File: src/hw/rtl/dtsep_pkg.sv
// Shared types and constants for the grouped decimal text converter.
`default_nettype none
package dtsep_pkg;

    localparam int VALUE_W  = 64;
    localparam int DIGITS   = 20;
    localparam int BCD_W    = 4 * DIGITS;
    localparam int CNT_W    = 7;
    localparam int IDX_W    = 5;
    localparam int ADDR_W   = 3;
    localparam int DATA_W   = 32;
    localparam int REG_IDX_W = ADDR_W - 2;

    localparam logic [REG_IDX_W-1:0] REG_SEPARATOR = '0;

    localparam logic [7:0] ASCII_ZERO = 8'd48;
    localparam logic [7:0] SEP_RESET  = 8'd44;

    localparam logic [IDX_W-1:0] TOP_DIGIT = IDX_W'(DIGITS - 1);
    localparam logic [1:0] TOP_GROUP = 2'((DIGITS - 1) % 3);

    typedef enum logic [2:0] {
        S_IDLE,
        S_CONV,
        S_SKIP,
        S_DIGIT,
        S_SEP
    } state_t;

endpackage
`default_nettype wire

File: src/hw/rtl/dtsep_dabble.sv
// Bit-serial binary to BCD converter using shift and add-three, one bit per cycle.
`default_nettype none
module dtsep_dabble
    import dtsep_pkg::*;
(
    input  wire logic               clk,
    input  wire logic               rst_n,
    input  wire logic               start,
    input  wire logic [VALUE_W-1:0] value_in,
    output logic                    done,
    output logic [BCD_W-1:0]        bcd
);

    logic [VALUE_W-1:0] bin_reg;
    logic [VALUE_W-1:0] bin_next;
    logic [BCD_W-1:0]   bcd_reg;
    logic [BCD_W-1:0]   bcd_next;
    logic [BCD_W-1:0]   bcd_adj;
    logic [CNT_W-1:0]   cnt_reg;
    logic [CNT_W-1:0]   cnt_next;
    logic               run_reg;
    logic               run_next;
    logic               done_reg;
    logic               done_next;

    always_comb
    begin
        for (int i = 0; i < DIGITS; i++)
        begin
            if (bcd_reg[4*i +: 4] >= 4'd5)
            begin
                bcd_adj[4*i +: 4] = bcd_reg[4*i +: 4] + 4'd3;
            end
            else
            begin
                bcd_adj[4*i +: 4] = bcd_reg[4*i +: 4];
            end
        end
    end

    always_comb
    begin
        bin_next  = bin_reg;
        bcd_next  = bcd_reg;
        cnt_next  = cnt_reg;
        run_next  = run_reg;
        done_next = 1'b0;
        if (start)
        begin
            bin_next = value_in;
            bcd_next = '0;
            cnt_next = CNT_W'(VALUE_W);
            run_next = 1'b1;
        end
        else if (run_reg)
        begin
            bcd_next = {bcd_adj[BCD_W-2:0], bin_reg[VALUE_W-1]};
            bin_next = {bin_reg[VALUE_W-2:0], 1'b0};
            cnt_next = cnt_reg - CNT_W'(1);
            if (cnt_reg == CNT_W'(1))
            begin
                run_next  = 1'b0;
                done_next = 1'b1;
            end
        end
    end

    always_ff @(posedge clk or negedge rst_n)
    begin
        if (!rst_n)
        begin
            cnt_reg  <= '0;
            run_reg  <= 1'b0;
            done_reg <= 1'b0;
        end
        else
        begin
            cnt_reg  <= cnt_next;
            run_reg  <= run_next;
            done_reg <= done_next;
        end
    end

    always_ff @(posedge clk)
    begin
        bin_reg <= bin_next;
        bcd_reg <= bcd_next;
    end

    assign done = done_reg;
    assign bcd  = bcd_reg;

endmodule
`default_nettype wire

File: src/hw/rtl/decimal_with_thousands_separator_core.sv
// Top level: renders a 64-bit unsigned value as grouped decimal ASCII text.
//
// A request is taken on a rising edge with start high and busy low, and busy stays high
// until the last character of its text has been formed; that character is shown in the
// cycle in which busy falls. The value first passes through a bit-serial BCD
// converter, one bit per cycle. Leading zero digits (20 minus the digit count) are then
// dropped at one per cycle, and each character, digit or separator, is sent in its own
// cycle. Each character is shown on char_out and is_last for exactly one cycle with
// strobe high; the receiver cannot stall it and must take every strobe. The
// separator register is written through the APB port and should only be changed
// while busy is low.
`default_nettype none
module decimal_with_thousands_separator_core
    import dtsep_pkg::*;
(
    input  wire logic               clk,
    input  wire logic               rst_n,
    input  wire logic               start,
    output logic                    busy,
    input  wire logic [VALUE_W-1:0] value_in,
    output logic                    strobe,
    output logic [7:0]              char_out,
    output logic                    is_last,
    input  wire logic               psel,
    input  wire logic               penable,
    input  wire logic               pwrite,
    input  wire logic [ADDR_W-1:0]  paddr,
    input  wire logic [DATA_W-1:0]  pwdata,
    output logic [DATA_W-1:0]       prdata,
    output logic                    pready
);

    state_t             state_reg;
    state_t             state_next;
    logic [7:0]         sep_reg;
    logic [BCD_W-1:0]   dig_reg;
    logic [BCD_W-1:0]   dig_next;
    logic [IDX_W-1:0]   idx_reg;
    logic [IDX_W-1:0]   idx_next;
    logic [1:0]         grp_reg;
    logic [1:0]         grp_next;
    logic               strobe_reg;
    logic               strobe_next;
    logic [7:0]         char_reg;
    logic [7:0]         char_next;
    logic               last_reg;
    logic               last_next;
    logic               dab_start;
    logic               dab_done;
    logic [BCD_W-1:0]   dab_bcd;
    logic [3:0]         top_nib;
    logic               reg_hit;

    assign top_nib   = dig_reg[BCD_W-1 -: 4];
    assign dab_start = (state_reg == S_IDLE) && start;
    assign reg_hit   = (paddr[ADDR_W-1:2] == REG_SEPARATOR);

    dtsep_dabble u_dabble (
        .clk      (clk),
        .rst_n    (rst_n),
        .start    (dab_start),
        .value_in (value_in),
        .done     (dab_done),
        .bcd      (dab_bcd)
    );

    always_comb
    begin
        state_next = state_reg;
        case (state_reg)
            S_IDLE:
            begin
                if (start)
                begin
                    state_next = S_CONV;
                end
            end
            S_CONV:
            begin
                if (dab_done)
                begin
                    state_next = S_SKIP;
                end
            end
            S_SKIP:
            begin
                if (!((idx_reg != '0) && (top_nib == 4'd0)))
                begin
                    state_next = S_DIGIT;
                end
            end
            S_DIGIT:
            begin
                if (idx_reg == '0)
                begin
                    state_next = S_IDLE;
                end
                else if (grp_reg == 2'd0)
                begin
                    state_next = S_SEP;
                end
            end
            S_SEP:
            begin
                state_next = S_DIGIT;
            end
            default:
            begin
                state_next = S_IDLE;
            end
        endcase
    end

    always_comb
    begin
        dig_next    = dig_reg;
        idx_next    = idx_reg;
        grp_next    = grp_reg;
        strobe_next = 1'b0;
        char_next   = char_reg;
        last_next   = last_reg;
        case (state_reg)
            S_CONV:
            begin
                if (dab_done)
                begin
                    dig_next = dab_bcd;
                    idx_next = TOP_DIGIT;
                    grp_next = TOP_GROUP;
                end
            end
            S_SKIP:
            begin
                if ((idx_reg != '0) && (top_nib == 4'd0))
                begin
                    dig_next = {dig_reg[BCD_W-5:0], 4'd0};
                    idx_next = idx_reg - IDX_W'(1);
                    grp_next = (grp_reg == 2'd0) ? 2'd2 : grp_reg - 2'd1;
                end
            end
            S_DIGIT:
            begin
                strobe_next = 1'b1;
                char_next   = ASCII_ZERO + {4'd0, top_nib};
                last_next   = (idx_reg == '0);
                if (idx_reg != '0)
                begin
                    dig_next = {dig_reg[BCD_W-5:0], 4'd0};
                    idx_next = idx_reg - IDX_W'(1);
                    grp_next = (grp_reg == 2'd0) ? 2'd2 : grp_reg - 2'd1;
                end
            end
            S_SEP:
            begin
                strobe_next = 1'b1;
                char_next   = sep_reg;
                last_next   = 1'b0;
            end
            default:
            begin
                strobe_next = 1'b0;
            end
        endcase
    end

    always_ff @(posedge clk or negedge rst_n)
    begin
        if (!rst_n)
        begin
            state_reg  <= S_IDLE;
            strobe_reg <= 1'b0;
            sep_reg    <= SEP_RESET;
        end
        else
        begin
            state_reg  <= state_next;
            strobe_reg <= strobe_next;
            if (psel && penable && pwrite && reg_hit)
            begin
                sep_reg <= pwdata[7:0];
            end
        end
    end

    always_ff @(posedge clk)
    begin
        dig_reg  <= dig_next;
        idx_reg  <= idx_next;
        grp_reg  <= grp_next;
        char_reg <= char_next;
        last_reg <= last_next;
    end

    assign busy     = (state_reg != S_IDLE);
    assign strobe   = strobe_reg;
    assign char_out = char_reg;
    assign is_last  = last_reg;
    assign pready   = 1'b1;
    assign prdata   = reg_hit ? {{(DATA_W - 8){1'b0}}, sep_reg} : '0;

`ifndef SYNTHESIS
    a_accept_starts_conv: assert property (@(posedge clk) disable iff (!rst_n)
        (start && !busy) |=> (state_reg == S_CONV))
        else $error("Accepted request did not start conversion.");

    a_last_ends_text: assert property (@(posedge clk) disable iff (!rst_n)
        (strobe && is_last) |=> !strobe)
        else $error("Character sent after the last one of a request.");

    a_busy_mid_text: assert property (@(posedge clk) disable iff (!rst_n)
        (strobe && !is_last) |-> busy)
        else $error("Block went idle before its text was complete.");

    a_no_strobe_in_conv: assert property (@(posedge clk) disable iff (!rst_n)
        (state_reg == S_CONV) |-> !strobe)
        else $error("Character sent while conversion was running.");
`endif

endmodule
`default_nettype wire

File: config.mk
export PLATFORM = sky130hd
export DESIGN_NAME = decimal_with_thousands_separator_core
export DESIGN_NICKNAME = d
export VERILOG_FILES = /design/src/hw/rtl/dtsep_pkg.sv /design/src/hw/rtl/dtsep_dabble.sv /design/src/hw/rtl/decimal_with_thousands_separator_core.sv
export SDC_FILE = /design/constraint.sdc
export NUM_CORES = 1
export LEC_CHECK = 0
export ABC_CLOCK_PERIOD_IN_PS = 6300
export BUFFER_PORTS_ARGS = -buffer_cell sky130_fd_sc_hd__clkbuf_2
export CORE_MARGIN = 2
export CORE_UTILIZATION = 59
export DETAILED_ROUTE_END_ITERATION = 10
export GPL_TIMING_DRIVEN = 0
export PLACE_DENSITY = 0.81
export SLEW_MARGIN = 20
export SYNTH_ARGS = -nofsm -noshare
export SYNTH_HDL_FRONTEND = slang
export SYNTH_SLANG_ARGS = --single-unit
File: constraint.sdc
create_clock -name clk -period 6.3 [get_ports clk]
set_input_delay 0.315 -clock clk [delete_from_list [all_inputs] [get_ports clk]]
set_output_delay 0.315 -clock clk [all_outputs]
set_load 0.02 [all_outputs]
==> impl_metrics.yaml <==
run_status:
  outcome: "finished, final reports clean"
flow_run:
  cap_viol_max_count: 0
setup_path:
  cp_top_family: "simple AND/OR/NAND/NOR gates"
  critPathBufInv: 3
  start_kind: "flop"
  critPathMaxStageDelay_ns: 0.47
  path_class: "reg -> reg"
  endpoint: "u_dabble.bin_reg[9]$_DFFE_PP_"
  regToRegStartpoint: "state_reg[0]$_DFFE_PN0P_"
  critPathMaxFanout: 45
  arrival_ns: 2.88
  critPathSlowestCell: "nor3_2"
  critical_path_required_ns: 6.53
  r2r_end: "u_dabble.bin_reg[9]$_DFFE_PP_"
  rr_worst_depth: 6
  cp_cell_sequence: "buf_2 -> nor3_2 -> nand2_1 -> buf_2 -> nand2b_4 -> buf_12"
  end_kind: "flop"
  startpoint: "state_reg[0]$_DFFE_PN0P_"
  r2r_slack_ns: 3.65
  crit_top_cell: "buf_2"
  cp_num_cells: 6
clock_network:
  cts.sinks: 261
  clkLatencyLatePin_ns: 0.55
  cts_tree: "done"
  clk_pin_slew_worst_paths_ns: 0.06
  postCtsSetupRepairBufs: 0
  ctsLongestPathBuffers: 3
  cts_made_buffers: 27
  post_cts_resized: 0
  cts_root_buf: "clkbuf_16"
  htreeDepth: 1
timing:
  finalSetupTns_ns: 0
  setup_viol: 0
  max_slew_margin_pct: 39.22
  rsz0062_at_grt: "false"
  fmax_mhz: 377.8
  skew_ns: 0.01666
  whs_ns: 0.01661
  final_max_slew_viol_count: 0
  fin_crit_sh_pct: 42.02
  finalHoldViolations: 0
  tightest_slew_ns: 0.9117
  fin_crit_ns: 2.647
yosys:
  yosysMostFrequentCell: "nand2_1"
  syn_area_um2: 12530
  synth_area_leaders: "edfxtp_1 38%, dfxtp_1 13%, nand2_1 13%, o21ai_0 4.9%, ha_1 4.5%"
  synth_seq_cells: 261
  yosysSeqAreaShare_pct: 55.34
  synth_edf_count: 160
  synth_flop_cell: "edfxtp_1"
  synthTopCellsByCount: "422 x nand2_1, 160 x edfxtp_1, 122 x o21ai_0, 80 x a21oi_1, 80 x dfxtp_1"
  yosys.area.top_type: "edfxtp_1"
  synthDistinctLibCells: 41
  synth.top_cell.area_share_pct: 38.34
  syn_area_per_cell_um2: 9.401
  synth_cells: 1333
  ys_warn_count: 0
  synthArstFlopShare_pct: 8.046
detailed_routing:
  drc: 0
  drt-pass1-iter-count: 5
  totalWireLength_mm: 30.44
  ant_nets: 0
  wl_per_cell_um: 17.02
  drt_iter0_drc: 1022
  vias: 10030
  avgViaCountPerCell: 5.607
pwr:
  intPower_uw: 4834
  ir_drop_v: 0.0002709
  p_switching_uw: 2787
  p_comb_share_pct: 35.7
  p_leak_uw: 0.006497
  power_density_nw_per_um2: 519.5
  seqPwrFrac_pct: 40.6
  p_sw_share_pct: 36.57
  pwr-share-clk_pct: 23.7
min_path:
  min_path_type: "in -> reg"
cells_and_area:
  fin_area_um2: 14670
  final_nets: 1642
  layout-drive-gt1-share_pct: 14.61
  layout.cells.non_filler: 1788
  fillers: 1575
  num_antenna_cells: 0
  multi_input_area_um2: 5019
  area_delta_synth_final_pct: 17.06
  regArea_um2: 6935
floorplan:
  pin_count: 149
  die_w_um: 149.7
  coreArea_um2: 20960
  initial_utilization_pct: 59.80
  die-area_um2: 22420
  rows: 53
  die_h_um: 149.7
placed_design:
  hpwl_mm: 20.38
  io_buffer_count: 97
  placed_area_um2: 13580
  place_inst: 1733
  place_congestion: 0.9029
global_routing:
  grtUsageMet1_pct: 35.53
  antenna_found_initial: 0
  grt_use_met2_pct: 45.21
  grt_pass1_wl_mm: 47.75
  overflow: 0
  grt_pass1_vias: 9607
  grt.busiest_layer: "met2"
  grtUsageMet3_pct: 4.482
  grt.total_usage_pct: 26.81
  grt_max_degree: 46
final cells by class:
type	count	area share [%]
plain buffers	95	3.454
clock buffers	34	5.501
clock inverters	16	1.561
inverters	47	1.203
multi-input cells	953	34.21
flip-flops and latches	261	47.28
well taps	275	2.345
repair buffers	107	4.452
through the flow:
step	utilization [%]	total power [uW]	setup slack, ns
final	70.01	7621	3.653
after global routing	70.01	8103	3.558
after CTS	70.01	7584	3.676
after global placement	64.17	5562	-1.296
after detailed placement	64.83	5732	3.739
after floorplan	-	4955	0.6537
layout by cell type (no fill, tap or decap), types with 4 or more instances in the layout:
cell,count
mux2_2,12
nor3_1,4
a21oi_1,79
ha_1,45
o21ai_0,122
nand3_1,36
nand2b_1,24
edfxtp_1,160
inv_1,47
clkbuf_16,31
nand4_1,16
or4b_1,16
nor3b_1,20
buf_2,24
dfxtp_1,80
clkbuf_1,42
mux2i_1,21
xnor2_1,5
dlygate4sd3_1,5
conb_1,25
and2_1,4
a211oi_1,7
buf_4,28
nand2_1,422
nand3b_1,17
nor2b_1,9
clkbuf_2,97
nor2_1,47
bufinv_16,5
dfrtp_1,18
o22ai_1,5
routing by layer:
| metal | routed length, um | vias to the layer above |
|---|---|---|
| met5 | 0 | - |
| met4 | 701 | 0 |
| met3 | 2408 | 60 |
| met2 | 14840 | 433 |
| met1 | 12490 | 4716 |
| li1 | - | 4817 |
cell families after synthesis:
group,share of synthesized area (%)
other cells,0.05993
compound gates,9.046
fa+ha+maj,4.493
buf+inv,5.451
flops,55.34
xor+xnor,0.5591
mux,2.756
simple gates,22.29
power by group through the flow:
stage                     Combinational, uW  Clock (uW)  Sequential (uW)
after floorplan                        1960           0             2990
after global placement                 2460           0             3100
after CTS                              2690        1820             3070
after detailed placement               2640           0             3100
final                                  2720        1810             3090
after global routing                   3050        1890             3160
repair_timing:
item	CTS	global route
hold buffers	5	0
hold endpoints to repair	22	0
endpoints found under the setup margin	0	0
how the worst min path moves through the flow:
stage / startpoint / endpoint / slack [ns] / depth (start not counted)
after floorplan: rst_n / sep_reg[0]$_DFFE_PN0P_ / 0.02 / 0
after global placement: rst_n / state_reg[1]$_DFFE_PN0P_ / 0.31 / 1
after detailed placement: rst_n / state_reg[1]$_DFFE_PN0P_ / 0.31 / 1
after CTS: pwdata[0] / sep_reg[0]$_DFFE_PN0P_ / 0.005 / 2
after global routing: pwdata[2] / sep_reg[2]$_DFFE_PN1P_ / 0.01 / 2
final: pwdata[2] / sep_reg[2]$_DFFE_PN1P_ / 0.02 / 2
(Power assumes the default switching activity.)
